$ cat config.mk
export PLATFORM = sky130hd
export DESIGN_NAME = cceaf_cfg
export DESIGN_NICKNAME = d
export VERILOG_FILES = /design/src/sv/cc_event_admission_filter_defines.svh /design/src/sv/cceaf_pkg.sv /design/src/sv/cceaf_cfg.sv
export SDC_FILE = /design/constraint.sdc
export NUM_CORES = 1
export LEC_CHECK = 0
export ABC_CLOCK_PERIOD_IN_PS = 2200
export BUFFER_PORTS_ARGS = -buffer_cell sky130_fd_sc_hd__buf_2
export CAP_MARGIN = 0
export CORE_MARGIN = 3
export CORE_UTILIZATION = 42
export CTS_CLUSTER_DIAMETER = 120
export CTS_CLUSTER_SIZE = 24
export DETAILED_ROUTE_END_ITERATION = 8
export PLACE_DENSITY = 0.69
export SYNTH_ARGS = -nofsm -noshare
export SYNTH_HDL_FRONTEND = slang
export SYNTH_SLANG_ARGS = --single-unit
$ cat constraint.sdc
create_clock -name clk_i -period 2.2 [get_ports clk_i]
set_input_delay 0.11 -clock clk_i [delete_from_list [all_inputs] [get_ports clk_i]]
set_output_delay 0.11 -clock clk_i [all_outputs]
set_load 0.03 [all_outputs]
$ cat src/sv/cc_event_admission_filter_defines.svh
// Assertion macros for the congestion-control event admission filter.
`ifndef CC_EVENT_ADMISSION_FILTER_DEFINES_SVH
`define CC_EVENT_ADMISSION_FILTER_DEFINES_SVH

// Consequent checked in the same cycle as the antecedent.
`define CCEAF_ASSERT_SAME(lbl, ante, cons) \
  lbl: assert property (@(posedge clk_i) disable iff (!rst_ni) (ante) |-> (cons)) \
    else $error("cceaf: same-cycle check failed");

// Consequent checked in the cycle after the antecedent.
`define CCEAF_ASSERT_NEXT(lbl, ante, cons) \
  lbl: assert property (@(posedge clk_i) disable iff (!rst_ni) (ante) |=> (cons)) \
    else $error("cceaf: next-cycle check failed");

`endif

$ cat src/sv/cceaf_pkg.sv
// Shared types, codes and constants of the congestion-control event admission filter.
package cceaf_pkg;

  localparam int unsigned CmdW      = 3;
  localparam int unsigned ConnW     = 10;
  localparam int unsigned TimeW     = 48;
  localparam int unsigned RetxInW   = 8;
  localparam int unsigned IncW      = 8;
  localparam int unsigned RetxOutW  = 3;
  localparam int unsigned AckOutW   = 8;
  localparam int unsigned QueueW    = 12;
  localparam int unsigned GapW      = 32;
  localparam int unsigned MinAckW   = 8;
  localparam int unsigned CfgIdxW   = 3;
  localparam int unsigned CfgDataW  = 32;

  localparam int unsigned DefConnections  = 1024;
  localparam int unsigned DefAckCountBits = 8;

  localparam logic [RetxInW-1:0]  RetxLimit  = RetxInW'(7);
  localparam logic [RetxOutW-1:0] RetxClamp  = RetxOutW'(6);
  localparam logic [AckOutW-1:0]  AckOutMax  = '1;

  localparam logic [QueueW-1:0]  BandOneRst   = QueueW'(16);
  localparam logic [QueueW-1:0]  BandTwoRst   = QueueW'(32);
  localparam logic [QueueW-1:0]  BandThreeRst = QueueW'(48);
  localparam logic [QueueW-1:0]  CapacityRst  = QueueW'(64);
  localparam logic [GapW-1:0]    MinGapRst    = '0;
  localparam logic [MinAckW-1:0] MinAckRst    = '0;

  typedef enum logic [CmdW-1:0] {
    CMD_ACK       = 3'd0,
    CMD_NACK      = 3'd1,
    CMD_TIMEOUT   = 3'd2,
    CMD_DEQUEUE   = 3'd3,
    CMD_RESPONSE  = 3'd4,
    CMD_ADD_ACKED = 3'd5
  } cmd_e;

  typedef enum logic [CfgIdxW-1:0] {
    CFG_BAND_ONE   = 3'd0,
    CFG_BAND_TWO   = 3'd1,
    CFG_BAND_THREE = 3'd2,
    CFG_CAPACITY   = 3'd3,
    CFG_MIN_GAP    = 3'd4,
    CFG_MIN_ACKED  = 3'd5
  } cfg_idx_e;

  typedef struct packed {
    logic [QueueW-1:0]  band_one;
    logic [QueueW-1:0]  band_two;
    logic [QueueW-1:0]  band_three;
    logic [QueueW-1:0]  capacity;
    logic [GapW-1:0]    min_gap;
    logic [MinAckW-1:0] min_acked;
  } cfg_t;

  typedef struct packed {
    logic                admitted;
    logic [AckOutW-1:0]  acked;
    logic [RetxOutW-1:0] retx;
    logic [QueueW-1:0]   level;
  } res_t;

endpackage

$ cat src/sv/cceaf_cfg.sv
// Configuration register file of the admission filter.
module cceaf_cfg (
  input  logic                           clk_i,
  input  logic                           rst_ni,
  input  logic                           cfg_valid_i,
  output logic                           cfg_ready_o,
  input  logic [cceaf_pkg::CfgIdxW-1:0]  cfg_index_i,
  input  logic [cceaf_pkg::CfgDataW-1:0] cfg_data_i,
  output cceaf_pkg::cfg_t                cfg_o
);
  import cceaf_pkg::*;

  cfg_t cfg_q;
  cfg_t cfg_d;

  assign cfg_ready_o = 1'b1;

  always_comb begin
    cfg_d = cfg_q;
    if (cfg_valid_i) begin
      case (cfg_index_i)
        CFG_BAND_ONE:   cfg_d.band_one   = cfg_data_i[QueueW-1:0];
        CFG_BAND_TWO:   cfg_d.band_two   = cfg_data_i[QueueW-1:0];
        CFG_BAND_THREE: cfg_d.band_three = cfg_data_i[QueueW-1:0];
        CFG_CAPACITY:   cfg_d.capacity   = cfg_data_i[QueueW-1:0];
        CFG_MIN_GAP:    cfg_d.min_gap    = cfg_data_i[GapW-1:0];
        CFG_MIN_ACKED:  cfg_d.min_acked  = cfg_data_i[MinAckW-1:0];
        default: begin
        end
      endcase
    end
  end

  always_ff @(posedge clk_i or negedge rst_ni) begin
    if (!rst_ni) begin
      cfg_q.band_one   <= BandOneRst;
      cfg_q.band_two   <= BandTwoRst;
      cfg_q.band_three <= BandThreeRst;
      cfg_q.capacity   <= CapacityRst;
      cfg_q.min_gap    <= MinGapRst;
      cfg_q.min_acked  <= MinAckRst;
    end else begin
      cfg_q <= cfg_d;
    end
  end

  assign cfg_o = cfg_q;

endmodule

# After elaboration in Yosys (flattened, before gate mapping)
# Index checks and enable logic that the tools add are counted.
# classes
eq_ne	5
reduce_logical	7
# ops
cell	count
AND reduction 2 bit	6
equality test 3 x 2 -> 1 bit, second input constant	2
equality test 3 bit, second input constant	2
equality test 3 x 1 -> 1 bit, second input constant	1
zero test 3 bit	1
# word_totals
regBits	88
in_bits	38
out_inout_bits	89
wordCells	18

# Logic depth before layout (Yosys ltp)
# depth
word_depth	2
ltp_mapped	4
mapped_depth_nobuf	2

# Worst setup path after synthesis
# No wires, ideal clock.
# synth_timing
path_kind	input port to flip-flop
from	input cfg_index_i[1] (netlist bit)
to	register cfg_q, in the netlist cfg_o[78]
t_arrival_ns	1.014
t_required_ns	2.075
path_slack_ns	1.062
path_stages	3
path_cell_list	nor4b_2 -> buf_4 -> mux2_2
# synth_via
elab_chain_len	2
# synth_lines
element	line_no	text
start: declaration	cceaf_cfg.sv:7	input logic [cceaf_pkg::CfgIdxW-1:0] cfg_index_i,
zero test 3 bit	cceaf_cfg.sv:21	case (cfg_index_i)
AND reduction 2 bit (no source line)	-	
end signal: assignment	cceaf_cfg.sv:43	cfg_q <= cfg_d;
end: declaration	cceaf_cfg.sv:13	cfg_t cfg_q;
# No other way between the ends.
# A chain may end at the register's enable or synchronous reset.

# Worst setup path after layout
# layout_timing
from	register cfg_q, in the netlist cfg_o[69]
to	output cfg_o[69] (netlist bit)
# layout_rtl
element	line_no	text
end: declaration	cceaf_cfg.sv:9	output cceaf_pkg::cfg_t cfg_o
# No word-level cell between the ends.

==> flow_metrics.tcl <==
set metrics [dict create \
    cp_slowest_cell "dfstp_2" \
    synth_warnings 0 \
    setup-violations-final 0 \
    drive_gt1_frac 0.601 \
    io_buffers 125 \
    fin_worst_skew_ns 0 \
    hold_class "input port to register" \
    rows 31 \
    grt_pass1_vias 2258 \
    dp_cells 412 \
    cp_max_fo 2 \
    dpl.hpwl_um 5280 \
    arrival_ns 1.07 \
    synth_seq_cells 88 \
    netlist_instances 192 \
    grt_max_degree 72 \
    tns_ns 0 \
    ios 127 \
    clk_pin_slew_ns 0.08 \
    cp_cell_sequence "buf_2" \
    synth_area_leaders "dfrtp_1 (62%), mux2_2 (20%), mux2_1 (10%)" \
    vias_per_cell 4.84 \
    synth_most_common_cell "dfrtp_1" \
    grt_pass1_wl_um 11600 \
    synthArstFlopShare 1.00 \
    clock-sinks 88 \
    finalMaxSlewViolations 0 \
    synthTopCellsByCount "dfrtp_1 (83), mux2_2 (58), mux2_1 (30)" \
    status "finished, final reports clean" \
    post-route-period-util 0.535 \
    drt_first_pass_iters 4 \
    hold_viol 0 \
    dieArea_sq_um 9060 \
    grt.total_usage 0.172 \
    htreeDepth 3 \
    grt_overflow_total 0 \
    max_cap_violations 0 \
    vias 2165 \
    yosysSeqAreaShare 0.661 \
    cts_tree "done" \
    wl_um 7650 \
    antenna_cells 0 \
    ir_drop_mv 0.514 \
    tightest_slew_ns 0.513 \
    final_cells 447 \
    p_per_area_nw_per_um2 1100 \
    antenna_found_initial 0 \
    slowest_delay_ns 0.53 \
    cp-end-kind "output port" \
    gp_congestion 0.694 \
    cts_inserted_buffers 9 \
    post-route-util 0.600 \
    period_minus_slack_ns 1.18 \
    die_h_um 95.2 \
    syn_nets 230 \
    largest_register_ffs 88 \
    total_leakage_power_uw 0.00216 \
    synth_top_area_cell "dfrtp_1" \
    wl_per_cell_um 17.1 \
    clock_latency_ns 0.34 \
    die_x_um 95.2 \
    rsz0062_at_grt "false" \
    synthToLayoutAreaGrowth_pct 34.5 \
    drc_errors 0 \
    cts_buffer_depth 2 \
    cts_resized 0 \
    fill_cells 599 \
    fmax_mhz 850 \
    critPathTopFamily "flip-flops" \
    cp_num_buf_inv 1 \
    netlist.area_leader.share 0.622 \
    drtIter0Drc 57 \
    nets 381 \
    yosysUniqueCellTypes 12 \
    syn_avg_cell_area_sq_um 17.4 \
    slew_headroom 0.656 \
    critPathKind "register to output port" \
    synthFlopType "dfrtp_1" \
    final_antenna_net_count 0 \
    worstPathRequired_ns 2.09 \
    cts.root.buffer_cell "clkbuf_8" \
    syn-cell-area_sq_um 3340 \
    start_kind "register" \
    fp.coreArea_sq_um 7490 \
    synth-edff-count 0 \
    initial_core_util 0.446 \
]
==> worst paths after layout <==
check | startpoint | end | slack, ns | depth (start not counted)
setup / recovery | cfg_o[69]$_DFFE_PN1P_ | cfg_o[69] | 1.02 | 1
hold / removal | cfg_data_i[28] | cfg_o[36]$_DFFE_PN0P_ | 0.02 | 2
setup reg to reg | cfg_o[26]$_DFFE_PN0P_ | cfg_o[26]$_DFFE_PN0P_ | 1.41 | 1
hold reg to reg | cfg_o[34]$_DFFE_PN0P_ | cfg_o[34]$_DFFE_PN0P_ | 0.48 | 1
max in group asynchronous | rst_ni | cfg_o[69]$_DFFE_PN1P_ | 1.31 | 3
min in group asynchronous | rst_ni | cfg_o[30]$_DFFE_PN0P_ | 0.19 | 2
==> cell type report <==
| type | instances | area [sq um] | area share |
|---|---|---|---|
| Sequential cell | 88 | 2210 | 0.492 |
| Multi-Input combinational cell | 95 | 1090 | 0.242 |
| Timing Repair Buffer | 149 | 868 | 0.193 |
| Clock buffer | 13 | 139 | 0.0309 |
| Tap cell | 99 | 124 | 0.0276 |
| Clock inverter | 3 | 67.6 | 0.0150 |
==> timing repair <==
item / in CTS / in global routing
endpoints found under the hold margin: 34 / 1
endpoints found under the setup margin: 0 / 0
hold buffers: 18 / 1
buffers inserted: 0 / 0
==> placed cells by master (no fill, tap or decap), types with 2 or more instances in the layout <==
cell	n
buf_2	124
dfrtp_1	83
mux2_2	58
mux2_1	30
dlygate4sd3_1	19
clkbuf_8	9
dfstp_2	5
buf_4	5
clkbuf_1	4
and4bb_2	2
nand4b_1	2
bufinv_16	2
==> metrics by stage <==
stage,setup slack (ns),power [uW],area (sq um),hold slack (ns)
after detailed placement,0.682,3780,4100,0.00859
after CTS,0.998,4980,4480,0.00407
after global routing,0.976,5170,4490,0.000446
after global placement,0.723,3750,4100,0.00448
final,1.02,4930,4490,0.0187
after floorplan,1.06,3220,3340,-0.186
==> kinds of logic (layout without fill, tap and decap cells) <==
group	Yosys count	in the layout	synth area share
and+or+nand+nor	6	6	0.0202
muxes	88	88	0.297
other	1	1	0.00112
buffers and inverters	9	165	0.0206
DFF	88	88	0.661
==> layer usage <==
layer	global-route usage	up-vias	wire length [um]
met5	0	-	0
met4	0.0649	0	73
met3	0.0529	8	711
met2	0.283	88	3690
met1	0.212	1081	3170
li1	-	988	-
==> power breakdown <==
group          total (uW)  internal (uW)  switching (uW)  leakage, uW
sequential           2160           1990             173      0.00105
clock                1160            643             521    0.0000978
combinational        1600            538            1060      0.00102
Note: power is estimated with default switching activity, not from simulation.
