**src/sv/cc_event_admission_filter_defines.svh**
```systemverilog
// Assertion macros for the congestion-control event admission filter.
`ifndef CC_EVENT_ADMISSION_FILTER_DEFINES_SVH
`define CC_EVENT_ADMISSION_FILTER_DEFINES_SVH

// Consequent checked in the same cycle as the antecedent.
`define CCEAF_ASSERT_SAME(lbl, ante, cons) \
  lbl: assert property (@(posedge clk_i) disable iff (!rst_ni) (ante) |-> (cons)) \
    else $error("cceaf: same-cycle check failed");

// Consequent checked in the cycle after the antecedent.
`define CCEAF_ASSERT_NEXT(lbl, ante, cons) \
  lbl: assert property (@(posedge clk_i) disable iff (!rst_ni) (ante) |=> (cons)) \
    else $error("cceaf: next-cycle check failed");

`endif

```
**src/sv/cceaf_ram.sv**
```systemverilog
// Generic single-write, single-read RAM with registered read data.
module cceaf_ram #(
  parameter int unsigned Width = 8,
  parameter int unsigned Depth = 2
) (
  input  logic                     clk_i,
  input  logic                     we_i,
  input  logic [$clog2(Depth)-1:0] waddr_i,
  input  logic [Width-1:0]         wdata_i,
  input  logic                     re_i,
  input  logic [$clog2(Depth)-1:0] raddr_i,
  output logic [Width-1:0]         rdata_o
);

  logic [Width-1:0] mem_q [Depth];
  logic [Width-1:0] rdata_q;

  always_ff @(posedge clk_i) begin
    if (we_i) begin
      mem_q[waddr_i] <= wdata_i;
    end
    if (re_i) begin
      rdata_q <= mem_q[raddr_i];
    end
  end

  assign rdata_o = rdata_q;

endmodule

```
**config.mk**
```make
export PLATFORM = sky130hd
export DESIGN_NAME = cceaf_ram
export DESIGN_NICKNAME = d
export VERILOG_FILES = /design/src/sv/cc_event_admission_filter_defines.svh /design/src/sv/cceaf_ram.sv
export SDC_FILE = /design/constraint.sdc
export NUM_CORES = 1
export LEC_CHECK = 0
export ABC_AREA = 1
export BUFFER_PORTS_ARGS = -buffer_cell sky130_fd_sc_hd__buf_4
export CAP_MARGIN = 30
export CORE_AREA = 3 3 48 50
export DETAILED_ROUTE_END_ITERATION = 10
export DIE_AREA = 0 0 51 53
export GPL_ROUTABILITY_DRIVEN = 0
export PLACE_DENSITY = 0.72
export SLEW_MARGIN = 20
export SYNTH_ARGS = -nofsm -noshare
export SYNTH_HDL_FRONTEND = slang
export SYNTH_SLANG_ARGS = --single-unit
```
**constraint.sdc**
```tcl
create_clock -name clk_i -period 0.9 [get_ports clk_i]
set_input_delay 0.18 -clock clk_i [delete_from_list [all_inputs] [get_ports clk_i]]
set_output_delay 0.18 -clock clk_i [all_outputs]
set_load 0.05 [all_outputs]
```
After elaboration in Yosys (flattened, before gate mapping)
Memories as Yosys holds them, arrays and structs flattened. A register that Yosys moved wholly into a read port is not among the register bits.
Cells that the tools add are included.
{"block": "word_totals", "memories": 1, "mem_bits_rw": 16, "in_bits": 13, "ff_bits": 0}
{"block": "classes", "n_mux": 2}
{"name": "mem_q", "words": 2, "width": 8, "rd": 1, "rd_clocked_by_memory_dff": 1, "wr": 1, "line_no": "cceaf_ram.sv:15", "source": "logic [Width-1:0] mem_q [Depth];"}
{"cell": "1-bit 2-to-1 mux", "n": 2}

Longest topological paths before layout
Gate-level depths: netlist of the first run.
{"block": "depth", "word_depth": 2, "mapped_depth": 4, "depth_no_buf": 3}

Worst setup path before layout of the first run
OpenSTA, ideal clock, no wires.
{"block": "synth_timing", "path_kind": "input -> register", "startpoint": "input port we_i", "endpoint": "memory mem_q[0][0] (enable)", "arrival_ns": 0.569, "stages": 2, "required_ns": 0.529, "path_buffers": 0, "slack_ns": -0.040, "setup_ns": 0.371, "path_cell_list": "inv_1 > nor2_1"}
{"block": "synth_between", "elab_chain_len": 2}
{"element": "start: declaration", "line_no": "cceaf_ram.sv:7", "source": "input logic we_i,"}
{"element": "1-bit 2-to-1 mux", "line_no": "cceaf_ram.sv:19", "source": "if (we_i) begin"}
{"element": "1-bit 2-to-1 mux (implied by the code)", "line_no": "cceaf_ram.sv:20", "source": "mem_q[waddr_i] <= wdata_i;"}
{"element": "end: declaration", "line_no": "cceaf_ram.sv:15"}
No other way between the ends.

Final worst setup path of the first run
{"block": "layout_timing", "startpoint": "register rdata_q[4], in the netlist rdata_o[4], read port of mem_q", "endpoint": "output port rdata_o[4]"}
{"element": "start: declaration", "line_no": "cceaf_ram.sv:16", "source": "logic [Width-1:0] rdata_q;"}
{"element": "end: declaration", "line_no": "cceaf_ram.sv:12", "source": "output logic [Width-1:0] rdata_o"}
No word-level cell between the ends.

==> reports/summary.log, run 1 <==
[synth] main area contributors after synthesis edfxtp_1 (86%), nand2_1 (11%), buf_6 (1.3%)
[synth] leading post-synthesis cells by instance count nand2_1 (25), edfxtp_1 (24), inv_1 (2)
[critical_path] maximum cell stage delay along the critical path 0.40 ns
[worst_hold_path] path category of the worst min-delay check primary input to register
[outcome] violated checks negative setup slack
[power] worst-case vdd ir drop 1.13 mV
[global_routing] global route total overflow 0
[critical_path] first element of the critical path rdata_o[4]
[synth] post-synthesis cell count 54
[clocking] Setup Fix Bufs, Post-CTS 0
[critical_path] worst path cell trace buf_6
[synth] number of synthesized register bits 24
[floorplan] Starting Density 43.3%
[placement] input/output buffers 20
[timing] total negative setup slack -1.10 ns
[final_layout] count of inserted antenna diode cells 0
[floorplan] floorplan die height 53 um
[floorplan] number of placement rows 16
[global_routing] overall routing resource usage 8.81%
[critical_path] worst reg2reg setup slack 0.16 ns
[critical_path] Worst Setup Path Type register to output port
[clocking] CTS tree done
[synth] number of nets produced by synthesis 67
[final_layout] Storage cell area 721 um^2
[power] leakage power of the design 0.453 nW
[synth] leading register cell type out of synthesis edfxtp_1
[route] average routed wire per standard cell 10.0 um
[final_layout] post-layout util 56.0%
[critical_path] cell with the largest stage delay on the worst path edfxtp_1
[final_layout] fill count 166
[critical_path] worst reg2reg path endpoint rdata_o[3]
[route] wire length after detailed routing 1070 um
[final_layout] Total Nets Final 93
[synth] Netlist cell types 6
[clocking] Clock Tree Root clkbuf_4
[route] Initial DRT Pass Iterations 4
[power] overall power of the completed layout 2.04 mW
[job] number of maximum-capacitance violations 0
[route] violation count after the first detailed-routing iteration 2
[synth] async set-reset flop share out of synthesis 0%
[synth] largest area contributor in the netlist edfxtp_1
[global_routing] maximum number of pins on one net before global-route repair 14
[synth] post-synthesis area per instance 15.6 um^2
[worst_hold_path] WHS Path Cells 1
[critical_path] highest net fanout along the worst path 1
[placement] dpl hpwl 840 um
[critical_path] worst flop-to-flop path startpoint mem_q[1][3]
[critical_path] Worst Path Required 0.72 ns
[clocking] clock transition time at the flip-flop clock pins of the worst setup and hold paths 0.12 ns
[timing] final setup violation count 8
[timing] count of pins over their slew limit 0
[route] ANT nets after route 0
[timing] Tightest Pin Transition 0.297 ns
[clocking] Max clock buf depth 2
[critical_path] worst-case reg-to-reg path depth 2
[timing] setup ws final -0.143 ns
[final_layout] layout cell share with drive strength beyond 1 34.2%
[timing] unrepaired setup endpoints after global routing yes
[synth] number of flops mapped to enable cells by yosys 24
[route] number of vias per cell 4.21
[power] power density cells 1880 nW/um^2
[clocking] depth of the CTS H-tree 1
[clocking] quantity of hold-fixing buffers added after cts 0
[floorplan] core footprint 1940 um^2
[timing] final critical path time including I/O delays and setup 1.04 ns
[clocking] clk sinks 24
[critical_path] logic depth of the worst path, buffers included 1
[final_layout] Area growth syn-to-layout 29.3%
[critical_path] Critical Path Sink Type output port
[timing] remaining max-slew budget at the tightest pin 80.2%
[worst_hold_path] hold endpoint mem_q[0][3]
[timing] hold violation total from the final report 0
[clocking] number of buffers created by CTS 3
[synth] sequential element share of the synthesized area 85.7%
[critical_path] cell class contributing the biggest share of worst-path delay flip-flops
[global_routing] number of antenna violations at the first check in global routing 0
[global_routing] via count of the first global-routing pass 410
[timing] portion of the clock cycle consumed by the worst path in the final layout 116%
[floorplan] Boundary Pins 21
[global_routing] global-route wire length before repair 1690 um
[route] final routed DRC violation total 0
[synth] Syn Std Cell Area 841 um^2
[synth] number of synthesis warnings 0
[synth] most common cell in the netlist nand2_1
[route] via count 446
[critical_path] combined buffer and inverter count along the critical path 1
[floorplan] Total Die Area 2700 um^2
[final_layout] final design area excluding fillers 1090 um^2
[critical_path] startpoint kind of the worst setup timing path register
[synth] portion of synthesized cell area occupied by the leading cell type 85.7%
[clocking] insertion delay of the later-clocked pin in the worst-skew pair 0.30 ns
[critical_path] worst endpoint data arrival time 0.86 ns
[floorplan] width of the die 51 um
[final_layout] footprint of the multi-input gates 100 um^2
[outcome] status complete, but fails checks
[worst_hold_path] Hold Startpoint wdata_i[3]
[placement] placed cell area 1030 um^2
[timing] Final Skew 0.00205 ns
[timing] achievable frequency 959 MHz
[placed cells by master (no fill, tap or decap)]
cell type,n
inv_1,2
nor2_2,1
inv_2,1
clkinv_1,1
buf_4,14
clkbuf_4,3
nand2_1,25
edfxtp_1,24
buf_6,8
[area by class of cell]
type | count | area share [%]
Multi-Input combinational cell | 26 | 9.21
Inverter | 3 | 1.04
Clock inverter | 1 | 0.345
Timing Repair Buffer | 22 | 18.0
Sequential cell | 24 | 66.3
Clock buffer | 3 | 2.07
Tap cell | 27 | 3.11
[routing by layer]
metal / track usage (%) / share of wire, % / routed length (um) / up-vias
li1: - / - / - / 232
met2: 14.6 / 51 / 544 / 19
met3: 2.82 / 7.5 / 80 / 2
met1: 9.87 / 40 / 423 / 193
met4: 5.38 / 1.6 / 17 / 0
met5: 0 / 0 / 0 / -
[worst max path at each step]
stage | end | slack, ns
floorplan | mem_q[0][0] | 0.11
global placement | mem_q[1][0] | 0.05
detailed placement | mem_q[1][0] | 0.01
CTS | rdata_o[3] | -0.16
global route | rdata_o[3] | -0.20
finish | rdata_o[4] | -0.14
[kinds of logic (layout without fill, tap and decap cells)]
| kind of cell | Yosys count | after routing | synth area share (%) |
|---|---|---|---|
| flip-flops | 24 | 24 | 85.7 |
| buffers and inverters | 4 | 29 | 2.68 |
| AND/OR/NAND/NOR | 26 | 26 | 11.6 |
[per-stage QoR]
stage	setup slack, ns	std cells	hold WS [ns]
after CTS	-0.164	106	0.0460
after detailed placement	0.00956	102	0.368
after global routing	-0.199	106	0.0400
after global placement	0.0469	102	0.369
after floorplan	0.113	54	0.279
final	-0.143	106	0.0571
[sequential cells by signal, summed over array words and instances (netlist names)]
signal / flops
rdata_o: 8
mem_q: 16
[power breakdown]
| part | switching, mW | internal (mW) |
|---|---|---|
| clock | 0.278 | 0.161 |
| combinational | 0.157 | 0.102 |
| sequential | 0.0235 | 1.32 |
| total | 0.459 | 1.58 |
[repair_timing]
| action | in CTS | in global routing |
|---|---|---|
| hold endpoints to repair | 0 | 0 |
| gates cloned | 0 | 0 |
| gates resized for setup | 8 | 0 |
| setup endpoints to repair | 8 | 8 |
Power figures use the tool's default switching activity.
==> inputs of run 2 (changes only) <==
Settings changed: CORE_AREA 3 3 48 50 to 2 2 43 53, DIE_AREA 0 0 51 53 to 0 0 45 55.
==> run 2 against run 1 <==
Net effect: the run still ends with negative setup slack left; cell area fell by 1.5%; routed wire length down 6.7%; count of clock-buffer cells in the layout unchanged; highest routed layer unchanged.
==> reports/summary.log, run 2 (synthesis gave the netlist of run 1 again) <==
[placement] input/output buffers 20
[timing] count of pins over their slew limit 0
[clocking] number of buffers created by CTS 3
[critical_path] cell with the largest stage delay on the worst path edfxtp_1
[final_layout] layout cell share with drive strength beyond 1 33.3%
[critical_path] Critical Path Sink Type output port
[global_routing] maximum number of pins on one net before global-route repair 14
[floorplan] Boundary Pins 21
[final_layout] fill count 171
[critical_path] cell class contributing the biggest share of worst-path delay flip-flops
[timing] hold violation total from the final report 0
[global_routing] global-route wire length before repair 1610 um
[critical_path] worst path cell trace buf_6
[final_layout] commonest non-fill, non-tap cells in the layout nand2_1 (25), edfxtp_1 (24), buf_4 (13), buf_6 (8), clkbuf_4 (3)
[timing] unrepaired setup endpoints after global routing yes
[global_routing] via count of the first global-routing pass 432
[route] via count 443
[power] leakage power of the design 0.448 nW
[route] final routed DRC violation total 0
[timing] Final Skew 0.00872 ns
[timing] achievable frequency 944 MHz
[clocking] quantity of hold-fixing buffers added after cts 0
[clocking] Setup Fix Bufs, Post-CTS 0
[timing] setup ws final -0.159 ns
[route] ANT nets after route 0
[worst_hold_path] path category of the worst min-delay check primary input to register
[clocking] depth of the CTS H-tree 1
[final_layout] final standard cell count with taps included and fillers excluded 98
[clocking] insertion delay of the later-clocked pin in the worst-skew pair 0.30 ns
[final_layout] most flop-heavy register mem_q
[final_layout] most common cell after layout, fill and taps aside nand2_1
[floorplan] Starting Density 42.4%
[final_layout] Area growth syn-to-layout 27.4%
[route] violation count after the first detailed-routing iteration 10
[power] worst-case vdd ir drop 1.14 mV
[clocking] Max clock buf depth 2
[clocking] CTS tree done
[clocking] clock transition time at the flip-flop clock pins of the worst setup and hold paths 0.12 ns
[critical_path] highest net fanout along the worst path 1
[route] average routed wire per standard cell 10.1 um
[floorplan] Total Die Area 2480 um^2
[timing] Tightest Pin Transition 0.299 ns
[global_routing] overall routing resource usage 9.49%
[outcome] status complete, but fails checks
[global_routing] global route total overflow 0
[outcome] violated checks negative setup slack
[route] number of vias per cell 4.52
[final_layout] count of inserted antenna diode cells 0
[critical_path] maximum cell stage delay along the critical path 0.41 ns
[route] wire length after detailed routing 994 um
[critical_path] worst reg2reg setup slack 0.15 ns
[timing] portion of the clock cycle consumed by the worst path in the final layout 118%
[clocking] clk sinks 24
[final_layout] max reg flops 16
[critical_path] combined buffer and inverter count along the critical path 1
[floorplan] number of placement rows 18
[final_layout] post-layout util 54.0%
[final_layout] Total Nets Final 92
[critical_path] startpoint kind of the worst setup timing path register
[timing] remaining max-slew budget at the tightest pin 80.0%
[timing] final critical path time including I/O delays and setup 1.06 ns
[job] number of maximum-capacitance violations 0
[floorplan] core footprint 1980 um^2
[timing] final setup violation count 8
[global_routing] number of antenna violations at the first check in global routing 0
[critical_path] worst endpoint data arrival time 0.88 ns
[placement] cell count after placement 94
[floorplan] width of the die 45 um
[critical_path] Worst Path Required 0.72 ns
[route] Initial DRT Pass Iterations 2
[critical_path] Worst Setup Path Type register to output port
[floorplan] floorplan die height 55 um
[clocking] Clock Tree Root clkbuf_4
[power] power density cells 1910 nW/um^2
[run 2: changes by cell type in the layout (fill, tap and decap cells not counted), sizes merged]
cell / before / now
buf: 22 / 21
[run 2: path summary, 6_finish.rpt]
path	start	end	depth (start not counted)
setup / recovery	rdata_o[2]	rdata_o[2]	1
hold / removal	wdata_i[1]	mem_q[1][1]	1
setup reg to reg	mem_q[0][0]	rdata_o[0]	2
hold reg to reg	mem_q[0][6]	rdata_o[6]	2
[run 2: what timing repair did]
action                     4_1_cts  5_1_grt
setup endpoints to repair        8        8
resized for setup                8        0
pin swaps                        0        0
[run 2: stage by stage]
step | setup WS (ns) | hold slack, ns | total power, mW | cell area, um^2 | setup TNS (ns)
3_3_place_gp | 0.0452 | 0.368 | 1.60 | 1010 | 0
3_5_place_dp | 0.0166 | 0.368 | 1.61 | 1010 | 0
2_1_floorplan | 0.113 | 0.279 | 1.50 | 843 | 0
4_1_cts | -0.175 | 0.0400 | 2.07 | 1070 | -1.27
5_1_grt | -0.200 | 0.0308 | 2.13 | 1070 | -1.44
6_report | -0.159 | 0.0502 | 2.04 | 1070 | -1.12
[run 2: worst reg2reg max path: stages (launching register included)]
cell and delay, ns:
edfxtp_1 0.40, nand2_1 0.08, nand2_1 0.04
[run 2: power by group]
| part | switching, mW | internal [mW] |
|---|---|---|
| Combinational | 0.155 | 0.0994 |
| Sequential | 0.0233 | 1.32 |
| Clock | 0.286 | 0.162 |
| Total | 0.465 | 1.58 |
[run 2: metal layers]
metal	wire, um	track usage [%]	vias up
met5	0	0	-
met4	6	7.35	0
met3	54	1.95	2
met2	550	17.9	14
met1	383	8.68	197
li1	-	-	230
[run 2: final cells by class]
class / count / area [um^2] / area share, %
clock buffers: 3 / 22.5 / 2.10
clock inverters: 1 / 3.75 / 0.350
inverters: 3 / 11.3 / 1.05
multi-input cells: 26 / 100 / 9.35
flip-flops and latches: 24 / 721 / 67.3
well taps: 20 / 25.0 / 2.34
repair buffers: 21 / 188 / 17.5
