===== src/sv/cc_event_admission_filter_defines.svh =====
// Assertion macros for the congestion-control event admission filter.
`ifndef CC_EVENT_ADMISSION_FILTER_DEFINES_SVH
`define CC_EVENT_ADMISSION_FILTER_DEFINES_SVH

// Consequent checked in the same cycle as the antecedent.
`define CCEAF_ASSERT_SAME(lbl, ante, cons) \
  lbl: assert property (@(posedge clk_i) disable iff (!rst_ni) (ante) |-> (cons)) \
    else $error("cceaf: same-cycle check failed");

// Consequent checked in the cycle after the antecedent.
`define CCEAF_ASSERT_NEXT(lbl, ante, cons) \
  lbl: assert property (@(posedge clk_i) disable iff (!rst_ni) (ante) |=> (cons)) \
    else $error("cceaf: next-cycle check failed");

`endif


===== src/sv/cceaf_pkg.sv =====
// Shared types, codes and constants of the congestion-control event admission filter.
package cceaf_pkg;

  localparam int unsigned CmdW      = 3;
  localparam int unsigned ConnW     = 10;
  localparam int unsigned TimeW     = 48;
  localparam int unsigned RetxInW   = 8;
  localparam int unsigned IncW      = 8;
  localparam int unsigned RetxOutW  = 3;
  localparam int unsigned AckOutW   = 8;
  localparam int unsigned QueueW    = 12;
  localparam int unsigned GapW      = 32;
  localparam int unsigned MinAckW   = 8;
  localparam int unsigned CfgIdxW   = 3;
  localparam int unsigned CfgDataW  = 32;

  localparam int unsigned DefConnections  = 1024;
  localparam int unsigned DefAckCountBits = 8;

  localparam logic [RetxInW-1:0]  RetxLimit  = RetxInW'(7);
  localparam logic [RetxOutW-1:0] RetxClamp  = RetxOutW'(6);
  localparam logic [AckOutW-1:0]  AckOutMax  = '1;

  localparam logic [QueueW-1:0]  BandOneRst   = QueueW'(16);
  localparam logic [QueueW-1:0]  BandTwoRst   = QueueW'(32);
  localparam logic [QueueW-1:0]  BandThreeRst = QueueW'(48);
  localparam logic [QueueW-1:0]  CapacityRst  = QueueW'(64);
  localparam logic [GapW-1:0]    MinGapRst    = '0;
  localparam logic [MinAckW-1:0] MinAckRst    = '0;

  typedef enum logic [CmdW-1:0] {
    CMD_ACK       = 3'd0,
    CMD_NACK      = 3'd1,
    CMD_TIMEOUT   = 3'd2,
    CMD_DEQUEUE   = 3'd3,
    CMD_RESPONSE  = 3'd4,
    CMD_ADD_ACKED = 3'd5
  } cmd_e;

  typedef enum logic [CfgIdxW-1:0] {
    CFG_BAND_ONE   = 3'd0,
    CFG_BAND_TWO   = 3'd1,
    CFG_BAND_THREE = 3'd2,
    CFG_CAPACITY   = 3'd3,
    CFG_MIN_GAP    = 3'd4,
    CFG_MIN_ACKED  = 3'd5
  } cfg_idx_e;

  typedef struct packed {
    logic [QueueW-1:0]  band_one;
    logic [QueueW-1:0]  band_two;
    logic [QueueW-1:0]  band_three;
    logic [QueueW-1:0]  capacity;
    logic [GapW-1:0]    min_gap;
    logic [MinAckW-1:0] min_acked;
  } cfg_t;

  typedef struct packed {
    logic                admitted;
    logic [AckOutW-1:0]  acked;
    logic [RetxOutW-1:0] retx;
    logic [QueueW-1:0]   level;
  } res_t;

endpackage


===== src/sv/cceaf_eval.sv =====
// Admission decision and per-connection entry update for one transaction.
module cceaf_eval #(
  parameter int unsigned Connections  = cceaf_pkg::DefConnections,
  parameter int unsigned AckCountBits = cceaf_pkg::DefAckCountBits
) (
  input  logic [cceaf_pkg::CmdW-1:0]                  cmd_i,
  input  logic [cceaf_pkg::ConnW-1:0]                 conn_i,
  input  logic [cceaf_pkg::TimeW-1:0]                 now_i,
  input  logic [cceaf_pkg::RetxInW-1:0]               retx_i,
  input  logic [cceaf_pkg::IncW-1:0]                  inc_i,
  input  logic [cceaf_pkg::QueueW-1:0]                queue_i,
  input  cceaf_pkg::cfg_t                             cfg_i,
  input  logic [cceaf_pkg::TimeW+AckCountBits+1:0]    entry_i,
  output logic [cceaf_pkg::TimeW+AckCountBits+1:0]    entry_o,
  output logic                                        we_o,
  output cceaf_pkg::res_t                             res_o
);
  import cceaf_pkg::*;

  localparam int unsigned SumW    = ((AckCountBits > AckOutW) ? AckCountBits : AckOutW) + 1;
  localparam int unsigned TimeLsb = 2 + AckCountBits;

  logic                    in_range;
  logic                    outst;
  logic                    tval;
  logic [AckCountBits-1:0] cnt;
  logic [AckCountBits-1:0] cnt_eff;
  logic [TimeW-1:0]        tlast;
  logic [TimeW-1:0]        diff;
  logic                    time_ge;
  logic                    gap_ok;
  logic                    count_ok;
  logic                    may;
  logic                    is_evt;
  logic                    admit;
  logic [SumW-1:0]         cnt_ext;
  logic [SumW-1:0]         sum;
  logic [SumW-1:0]         cnt_max;
  logic                    outst_new;
  logic                    tval_new;
  logic [AckCountBits-1:0] cnt_new;
  logic [TimeW-1:0]        time_new;

  assign in_range = 32'(conn_i) < 32'(Connections);
  assign outst    = entry_i[0];
  assign tval     = entry_i[1];
  assign cnt      = entry_i[2 +: AckCountBits];
  assign tlast    = entry_i[TimeLsb +: TimeW];

  assign cnt_eff  = (cmd_i == CMD_TIMEOUT) ? '0 : cnt;
  assign diff     = now_i - tlast;
  assign time_ge  = now_i >= tlast;
  assign gap_ok   = !tval || (time_ge ? (diff >= TimeW'(cfg_i.min_gap))
                                      : (cfg_i.min_gap == '0));
  assign count_ok = SumW'(cnt_eff) >= SumW'(cfg_i.min_acked);

  always_comb begin
    may = 1'b0;
    if (outst) begin
      may = 1'b0;
    end else if (queue_i < cfg_i.band_one) begin
      may = 1'b1;
    end else if (queue_i < cfg_i.band_two) begin
      may = gap_ok || count_ok;
    end else if (queue_i < cfg_i.band_three) begin
      may = gap_ok;
    end else if (queue_i < cfg_i.capacity) begin
      may = gap_ok && count_ok;
    end
  end

  assign is_evt  = cmd_i inside {CMD_ACK, CMD_NACK, CMD_TIMEOUT};
  assign admit   = in_range && is_evt && may;
  assign cnt_ext = SumW'(cnt);
  assign cnt_max = SumW'({AckCountBits{1'b1}});
  assign sum     = cnt_ext + SumW'(inc_i);

  always_comb begin
    outst_new = outst;
    tval_new  = tval;
    cnt_new   = cnt;
    time_new  = tlast;
    we_o      = 1'b0;
    if (in_range) begin
      case (cmd_i)
        CMD_ACK, CMD_NACK: begin
          we_o = 1'b1;
        end
        CMD_TIMEOUT: begin
          we_o    = 1'b1;
          cnt_new = '0;
        end
        CMD_RESPONSE: begin
          we_o      = 1'b1;
          outst_new = 1'b0;
        end
        CMD_ADD_ACKED: begin
          we_o    = 1'b1;
          cnt_new = (sum > cnt_max) ? cnt_max[AckCountBits-1:0] : sum[AckCountBits-1:0];
        end
        default: begin
        end
      endcase
    end
    if (admit) begin
      outst_new = 1'b1;
      tval_new  = 1'b1;
      time_new  = now_i;
      cnt_new   = '0;
    end
  end

  assign entry_o = {time_new, cnt_new, tval_new, outst_new};

  always_comb begin
    res_o.admitted = admit;
    res_o.acked    = '0;
    res_o.retx     = '0;
    if (admit && (cmd_i != CMD_TIMEOUT)) begin
      res_o.acked = (cnt_ext > SumW'(AckOutMax)) ? AckOutMax : cnt_ext[AckOutW-1:0];
    end
    if (cmd_i == CMD_TIMEOUT) begin
      res_o.retx = (retx_i >= RetxLimit) ? RetxClamp : retx_i[RetxOutW-1:0];
    end
    if (admit) begin
      res_o.level = queue_i + QueueW'(1);
    end else if ((cmd_i == CMD_DEQUEUE) && (queue_i != '0)) begin
      res_o.level = queue_i - QueueW'(1);
    end else begin
      res_o.level = queue_i;
    end
  end

endmodule


===== config.mk =====
export PLATFORM = sky130hd
export DESIGN_NAME = cceaf_eval
export DESIGN_NICKNAME = d
export VERILOG_FILES = /design/src/sv/cc_event_admission_filter_defines.svh /design/src/sv/cceaf_pkg.sv /design/src/sv/cceaf_eval.sv
export SDC_FILE = /design/constraint.sdc
export NUM_CORES = 1
export LEC_CHECK = 0
export ABC_AREA = 0
export BUFFER_PORTS_ARGS = -buffer_cell sky130_fd_sc_hd__buf_2
export CAP_MARGIN = 20
export CORE_MARGIN = 10
export CORE_UTILIZATION = 45
export DETAILED_ROUTE_END_ITERATION = 8
export GPL_TIMING_DRIVEN = 0
export PLACE_DENSITY = 0.82
export SYNTH_ARGS = -nofsm -noshare
export SYNTH_HDL_FRONTEND = slang
export SYNTH_SLANG_ARGS = --single-unit

===== constraint.sdc =====
create_clock -name vclk -period 7.3
set_input_delay 1.46 -clock vclk [all_inputs]
set_output_delay 1.46 -clock vclk [all_outputs]
set_load 0.005 [all_outputs]

======== Yosys cells after proc, flatten, opt, wreduce, memory -nomap -nowiden ========
Cells that the tools add are included.
word-level totals
  input port bits ......................... 235
  ROM bits ................................ 0
  output and inout port bits .............. 83
  latch bits .............................. 0
  register bits ........................... 0
  memories ................................ 0
  logic and storage cells ................. 53
  RAM bits ................................ 0
cells by class
  bitwise logic cells ..................... 0
  $add $sub $neg .......................... 4
  shifts and indexed selects .............. 0
  equality and inequality tests ........... 6
  multiplexer cells ....................... 21
  magnitude comparators ................... 10
  $mul .................................... 0
  divide/modulo/power cells ............... 0
  reductions and logical operators ........ 12
operator list
  kind                                                                number
  greater-or-equal comparator 48 x 32 -> 1 bit                        1
  greater-or-equal comparator 48 bit                                  1
  less-than comparator 12 bit                                         4
  2-to-1 mux 48 bit                                                   1
  subtractor 48 bit                                                   1
  2-to-1 mux 8 bit                                                    5
  zero test 32 bit                                                    1
  2-to-1 mux 12 bit                                                   2
  case mux 8 bit (2 select lines)                                     1
  adder 12 x 1 -> 12 bit (second input constant)                      1
  nonzero test 12 bit                                                 1
  subtractor 12 x 1 -> 12 bit (second input constant)                 1
  2-to-1 mux 1 bit                                                    10
  adder 8 x 8 -> 9 bit                                                1
  greater-than comparator 9 x 8 -> 1 bit (second input constant)      1
  greater-or-equal comparator 8 x 3 -> 1 bit (second input constant)  1
  greater-or-equal comparator 8 bit                                   1
  greater-than comparator 8 bit (second input constant)               1
  == test 3 x 2 -> 1 bit (second input constant)                      2
  == test 3 bit (second input constant)                               2
  2-to-1 mux 3 bit                                                    2
  OR reduction 5 bit                                                  1
  logical AND 1 bit                                                   4
  == test 3 x 1 -> 1 bit (second input constant)                      1
  other kinds (5)                                                     6

======== Depth between registers and ports, before layout ========
  word-level depth ........................ 13
  gate-level depth with buffers ........... 25

======== Worst setup path before layout ========
OpenSTA, ideal clock, no wires.
  kind .................................... input to output
  start ................................... in now_i[0] (netlist bit)
  end ..................................... out entry_o[1] (netlist bit)
  buffers on the path ..................... 2
  setup slack ............................. 0.049 ns
  cell stages on the path ................. 24
  arrival time ............................ 5.791 ns
  cells stage by stage .................... inv_1 -> ha_1 -> fa_1 -> nand2b_1 -> a211oi_1 -> o211a_1 -> o21ai_1 -> nor2b_1 -> o31ai_1 -> xor2_1 -> ha_1 -> o21ai_0 -> o21ai_0 -> o2111ai_1 -> o2111ai_1 -> a21oi_1 -> o2111a_1 -> nand4_1 -> or4_4 -> nor4_4 -> nor2_1 -> buf_2 -> or2_2 -> buf_4
on the way
  cells in the longest elaborated chain, start to end .. 12
  elaborated cells on any way between the ends .. 14
  those cells by class .................... 1 x add/sub; 2 x order compare; 7 x mux; 4 x reduce/logical
RTL lines
  what                                          RTL line           RTL
  from (decl)                                   cceaf_eval.sv:8    input logic [cceaf_pkg::TimeW-1:0] now_i,
  subtractor 48 bit                             cceaf_eval.sv:51   assign diff = now_i - tlast;
  greater-or-equal comparator 48 x 32 -> 1 bit  cceaf_eval.sv:53   assign gap_ok = !tval || (time_ge ? (diff >= TimeW'(cfg_i.min_gap))
  2-to-1 mux 1 bit (*)                          cceaf_eval.sv:53
  logical OR 1 bit (*)                          cceaf_eval.sv:53
  logical AND 1 bit                             cceaf_eval.sv:68   may = gap_ok && count_ok;
  2-to-1 mux 1 bit                              cceaf_eval.sv:67   end else if (queue_i < cfg_i.capacity) begin
  2-to-1 mux 1 bit                              cceaf_eval.sv:65   end else if (queue_i < cfg_i.band_three) begin
  2-to-1 mux 1 bit (*)                          cceaf_eval.sv:63   end else if (queue_i < cfg_i.band_two) begin
  2-to-1 mux 1 bit (*)                          cceaf_eval.sv:61   end else if (queue_i < cfg_i.band_one) begin
  2-to-1 mux 1 bit (*)                          cceaf_eval.sv:59   if (outst) begin
  logical AND 1 bit (*)                         cceaf_eval.sv:73   assign admit = in_range && is_evt && may;
  2-to-1 mux 1 bit (*)                          cceaf_eval.sv:105  if (admit) begin
  to (decl)                                     cceaf_eval.sv:14   output logic [cceaf_pkg::TimeW+AckCountBits+1:0] entry_o,
Every way passes the cells marked *; elsewhere a longest branch is shown, timed or not.

======== Final worst setup path ========
  start ................................... in entry_i[18] (netlist bit)
  end ..................................... out entry_o[8] (netlist bit)
on the way
  cells in the longest elaborated chain, start to end .. 12
  elaborated cells on any way between the ends .. 14
  those cells by class .................... 1 x add/sub; 2 x order compare; 7 x mux; 4 x reduce/logical
RTL lines
  what                                          RTL line           RTL
  from (decl)                                   cceaf_eval.sv:13   input logic [cceaf_pkg::TimeW+AckCountBits+1:0] entry_i,
  subtractor 48 bit                             cceaf_eval.sv:51
  greater-or-equal comparator 48 x 32 -> 1 bit  cceaf_eval.sv:53
  2-to-1 mux 1 bit (*)                          cceaf_eval.sv:53
  logical OR 1 bit (*)                          cceaf_eval.sv:53
  logical AND 1 bit                             cceaf_eval.sv:68
  2-to-1 mux 1 bit                              cceaf_eval.sv:67
  2-to-1 mux 1 bit                              cceaf_eval.sv:65
  2-to-1 mux 1 bit (*)                          cceaf_eval.sv:63
  2-to-1 mux 1 bit (*)                          cceaf_eval.sv:61
  2-to-1 mux 1 bit (*)                          cceaf_eval.sv:59
  logical AND 1 bit (*)                         cceaf_eval.sv:73
  2-to-1 mux 8 bit (*)                          cceaf_eval.sv:105
Marked as above.

==> flow_metrics.py <==
metrics = {
    "setup_path": {
        "setup.worst_path.start": "entry_i[18]",
        "arrival_ns": 6.49,
        "criticalPathCategory": "input port to output pin",
        "crit_required_ns": 5.84,
        "critical_path.endpoint_type": "output pin",
        "crit_path_top_delay_cell": "sky130_fd_sc_hd__or4_4",
        "critPathLaunchType": "input port",
        "critPathMostFrequentCell": "sky130_fd_sc_hd__nand3_1",
        "worstPathMaxFanout": 8,
        "setup.worst_path.end": "entry_o[8]",
        "cpPeakStageDelay_ns": 0.54,
    },
    "logic_synthesis": {
        "synthesis.nets": 1487,
        "syn_inst": 1107,
        "yosysMostFrequentCell": "sky130_fd_sc_hd__inv_1",
        "synth_top_cell_by_area": "sky130_fd_sc_hd__ha_1",
        "syn_area_um2": 7030,
        "yosys_warnings": 0,
        "synth.top_cells.by_count": "159 x sky130_fd_sc_hd__inv_1, 143 x sky130_fd_sc_hd__ha_1, 135 x sky130_fd_sc_hd__nand2_1",
        "synth_top_area_share_pct": 25.5,
        "synthDistinctLibCells": 65,
        "yosysSeqAreaShare_pct": 0,
        "yosys-top-cells-area": "sky130_fd_sc_hd__ha_1 25%, sky130_fd_sc_hd__inv_1 8.5%, sky130_fd_sc_hd__nand2_1 7.2%",
        "postSynthAreaPerCell_um2": 6.35,
    },
    "cells_and_area": {
        "layout.sequential_cells": 0,
        "ff_latch_area_um2": 0,
        "final_cell_area_um2": 10100,
        "synthToLayoutAreaGrowth_pct": 44.4,
        "nNetsFinal": 1827,
        "final_layout_size_suffix_gt1_share_pct": 35.1,
        "multiInputGateArea_um2": 6990,
        "layout.clock_buffers": 0,
        "fillerInstances": 1332,
    },
    "routing": {
        "antenna_viol_nets_final": 0,
        "vias": 9728,
        "drc": 0,
        "viasPerCell": 5.86,
        "drt_wl_total_um": 31700,
        "wl_per_cell_um": 19.1,
        "drt_pre_antenna_iters": 5,
        "detailedRoute.firstIterationViolations": 852,
    },
    "global_routing": {
        "wire_length_of_the_first_global_routing_pass_um": 47100,
        "grt_antenna_before_repair": 4,
        "grt_max_degree": 11,
        "met2_global_route_usage_pct": 44.9,
        "grt_util_met3_pct": 4.47,
        "grt_usage_pct": 26.0,
        "first_global_vias": 9370,
        "total_congestion_overflow": 0,
        "top_usage_layer": "met2",
        "met1_usage_pct": 31.6,
    },
    "placed_design": {
        "io_buffer_count": 308,
        "gp_routability_congestion": 0.986,
        "dp_hpwl_um": 25200,
        "placement.setup.worst_slack_ns": -1.43,
        "placement.cell_area_um2": 8830,
    },
    "floorplanning": {
        "floorplan.initialDensity_pct": 46.1,
        "die_h_um": 145,
        "top_level_ports": 318,
        "core-area_um2": 15300,
        "fp.dieW_um": 145,
        "die_ar_um2": 21000,
        "rows": 45,
    },
    "timing": {
        "max_freq_mhz": 126,
        "report.final.slew_viol_count": 0,
        "post-route-period-util_pct": 109,
        "setup_viol": 79,
        "worstMarginPinSlew_ns": 0.925,
        "rsz0062_at_grt": "yes",
        "final_hold_viol_count": 0,
        "relative_slew_slack_pct": 38.2,
        "worst_hold_slack_ns": 3.21,
        "post-route-worst-setup-slack_ns": -0.648,
        "crit_path_time_final_ns": 7.95,
    },
    "power_and_ir_drop": {
        "post-layout-total-power_uw": 844,
        "irDropWorstVdd_mv": 0.0501,
        "cellPowerDensity_nw_per_um2": 83.2,
        "p_leak_nw": 5.16,
    },
    "cts": {
        "cts_hold_buf": 0,
    },
    "min_path": {
        "worst_hold_path_type": "input port to output pin",
    },
    "run": {
        "drv_cap": 0,
    },
    "outcome": {
        "failing_checks": "setup timing",
        "status": "complete, but fails checks",
    },
}
## how the worst min path moves through the flow
| stage | startpoint | endpoint | cells past startpoint |
|---|---|---|---|
| 2_1_floorplan | queue_i[0] | res_o[0] | 1 |
| 3_3_place_gp | now_i[5] | entry_o[15] | 4 |
| 3_5_place_dp | now_i[17] | entry_o[27] | 4 |
| 4_1_cts | now_i[5] | entry_o[15] | 4 |
| 5_1_grt | now_i[33] | entry_o[43] | 4 |
| 6_report | now_i[30] | entry_o[40] | 4 |
## kinds of logic (layout without fill, tap and decap cells)
kind of cell,after synthesis,in the layout,synth area share (%)
buf+inv,202,540,11.5
xor+xnor,50,50,6.23
other cells,0,4,0
simple gates,350,350,23.6
compound gates,354,354,31.8
fa+ha+maj,145,145,26.0
mux,6,6,0.873
## metal layers
| metal | vias up | wire [um] | share of wire, % |
|---|---|---|---|
| met1 | 4436 | 12600 | 40 |
| met2 | 540 | 15100 | 48 |
| met4 | 0 | 1180 | 3.7 |
| met3 | 88 | 2870 | 9.1 |
| met5 | - | 0 | 0 |
| li1 | 4664 | - | - |
## where the power goes
group	switching [mW]	internal [mW]	total [mW]
Sequential	0	0	0
Clock	0	0.0000000735	0.0000000735
Combinational	0.474	0.369	0.844
## critical path: cells and delay by family
family / cells / cell delay, ns
buffers and inverters: 6 / 0.83
adder cells (fa/ha/maj): 2 / 0.61
XOR/XNOR: 1 / 0.19
AO/OA/AOI/OAI: 5 / 1.27
AND/OR/NAND/NOR: 11 / 2.09
## stage by stage
step	utilization [%]	cells	TNS, ns
4_1_cts	62.1	1639	-46.06
3_3_place_gp	57.9	1626	-90.91
3_5_place_dp	57.9	1626	-97.37
6_report	66.5	1660	-43.27
2_1_floorplan	-	1107	0
5_1_grt	66.5	1660	-59.90
## cells in the final DEF, fill, tap and decap left out, types with 12 or more instances in the layout
cell type                  count
sky130_fd_sc_hd__buf_2       309
sky130_fd_sc_hd__clkbuf_1     14
sky130_fd_sc_hd__nand2_1     112
sky130_fd_sc_hd__o21ai_0      62
sky130_fd_sc_hd__xnor2_1      33
sky130_fd_sc_hd__inv_1       155
sky130_fd_sc_hd__nand2_2      17
sky130_fd_sc_hd__o21ai_2      23
sky130_fd_sc_hd__nand3_1      25
sky130_fd_sc_hd__nor2_1       67
sky130_fd_sc_hd__nor4_1       17
sky130_fd_sc_hd__o21ai_1      25
sky130_fd_sc_hd__a21oi_1      82
sky130_fd_sc_hd__xor2_1       15
sky130_fd_sc_hd__buf_4        30
sky130_fd_sc_hd__nand4_1      34
sky130_fd_sc_hd__ha_1        129
sky130_fd_sc_hd__nor3_1       12
sky130_fd_sc_hd__a21o_1       25
sky130_fd_sc_hd__o21a_1       16
## layout make-up
type                            instances  area share, %
Inverter                              159           5.91
Buffer                                 36           2.68
Tap cell                              211           2.60
Multi-Input combinational cell        905           68.9
Antenna cell                            4         0.0987
Timing Repair Buffer                  345           19.8
## timing repair
action | 4_1_cts | 5_1_grt
resized for setup | 121 | 121
pin swaps | 31 | 44
buffers inserted | 11 | 22
cloned | 5 | 2
endpoints found under the setup margin | 79 | 79
(Power assumes the default switching activity.)
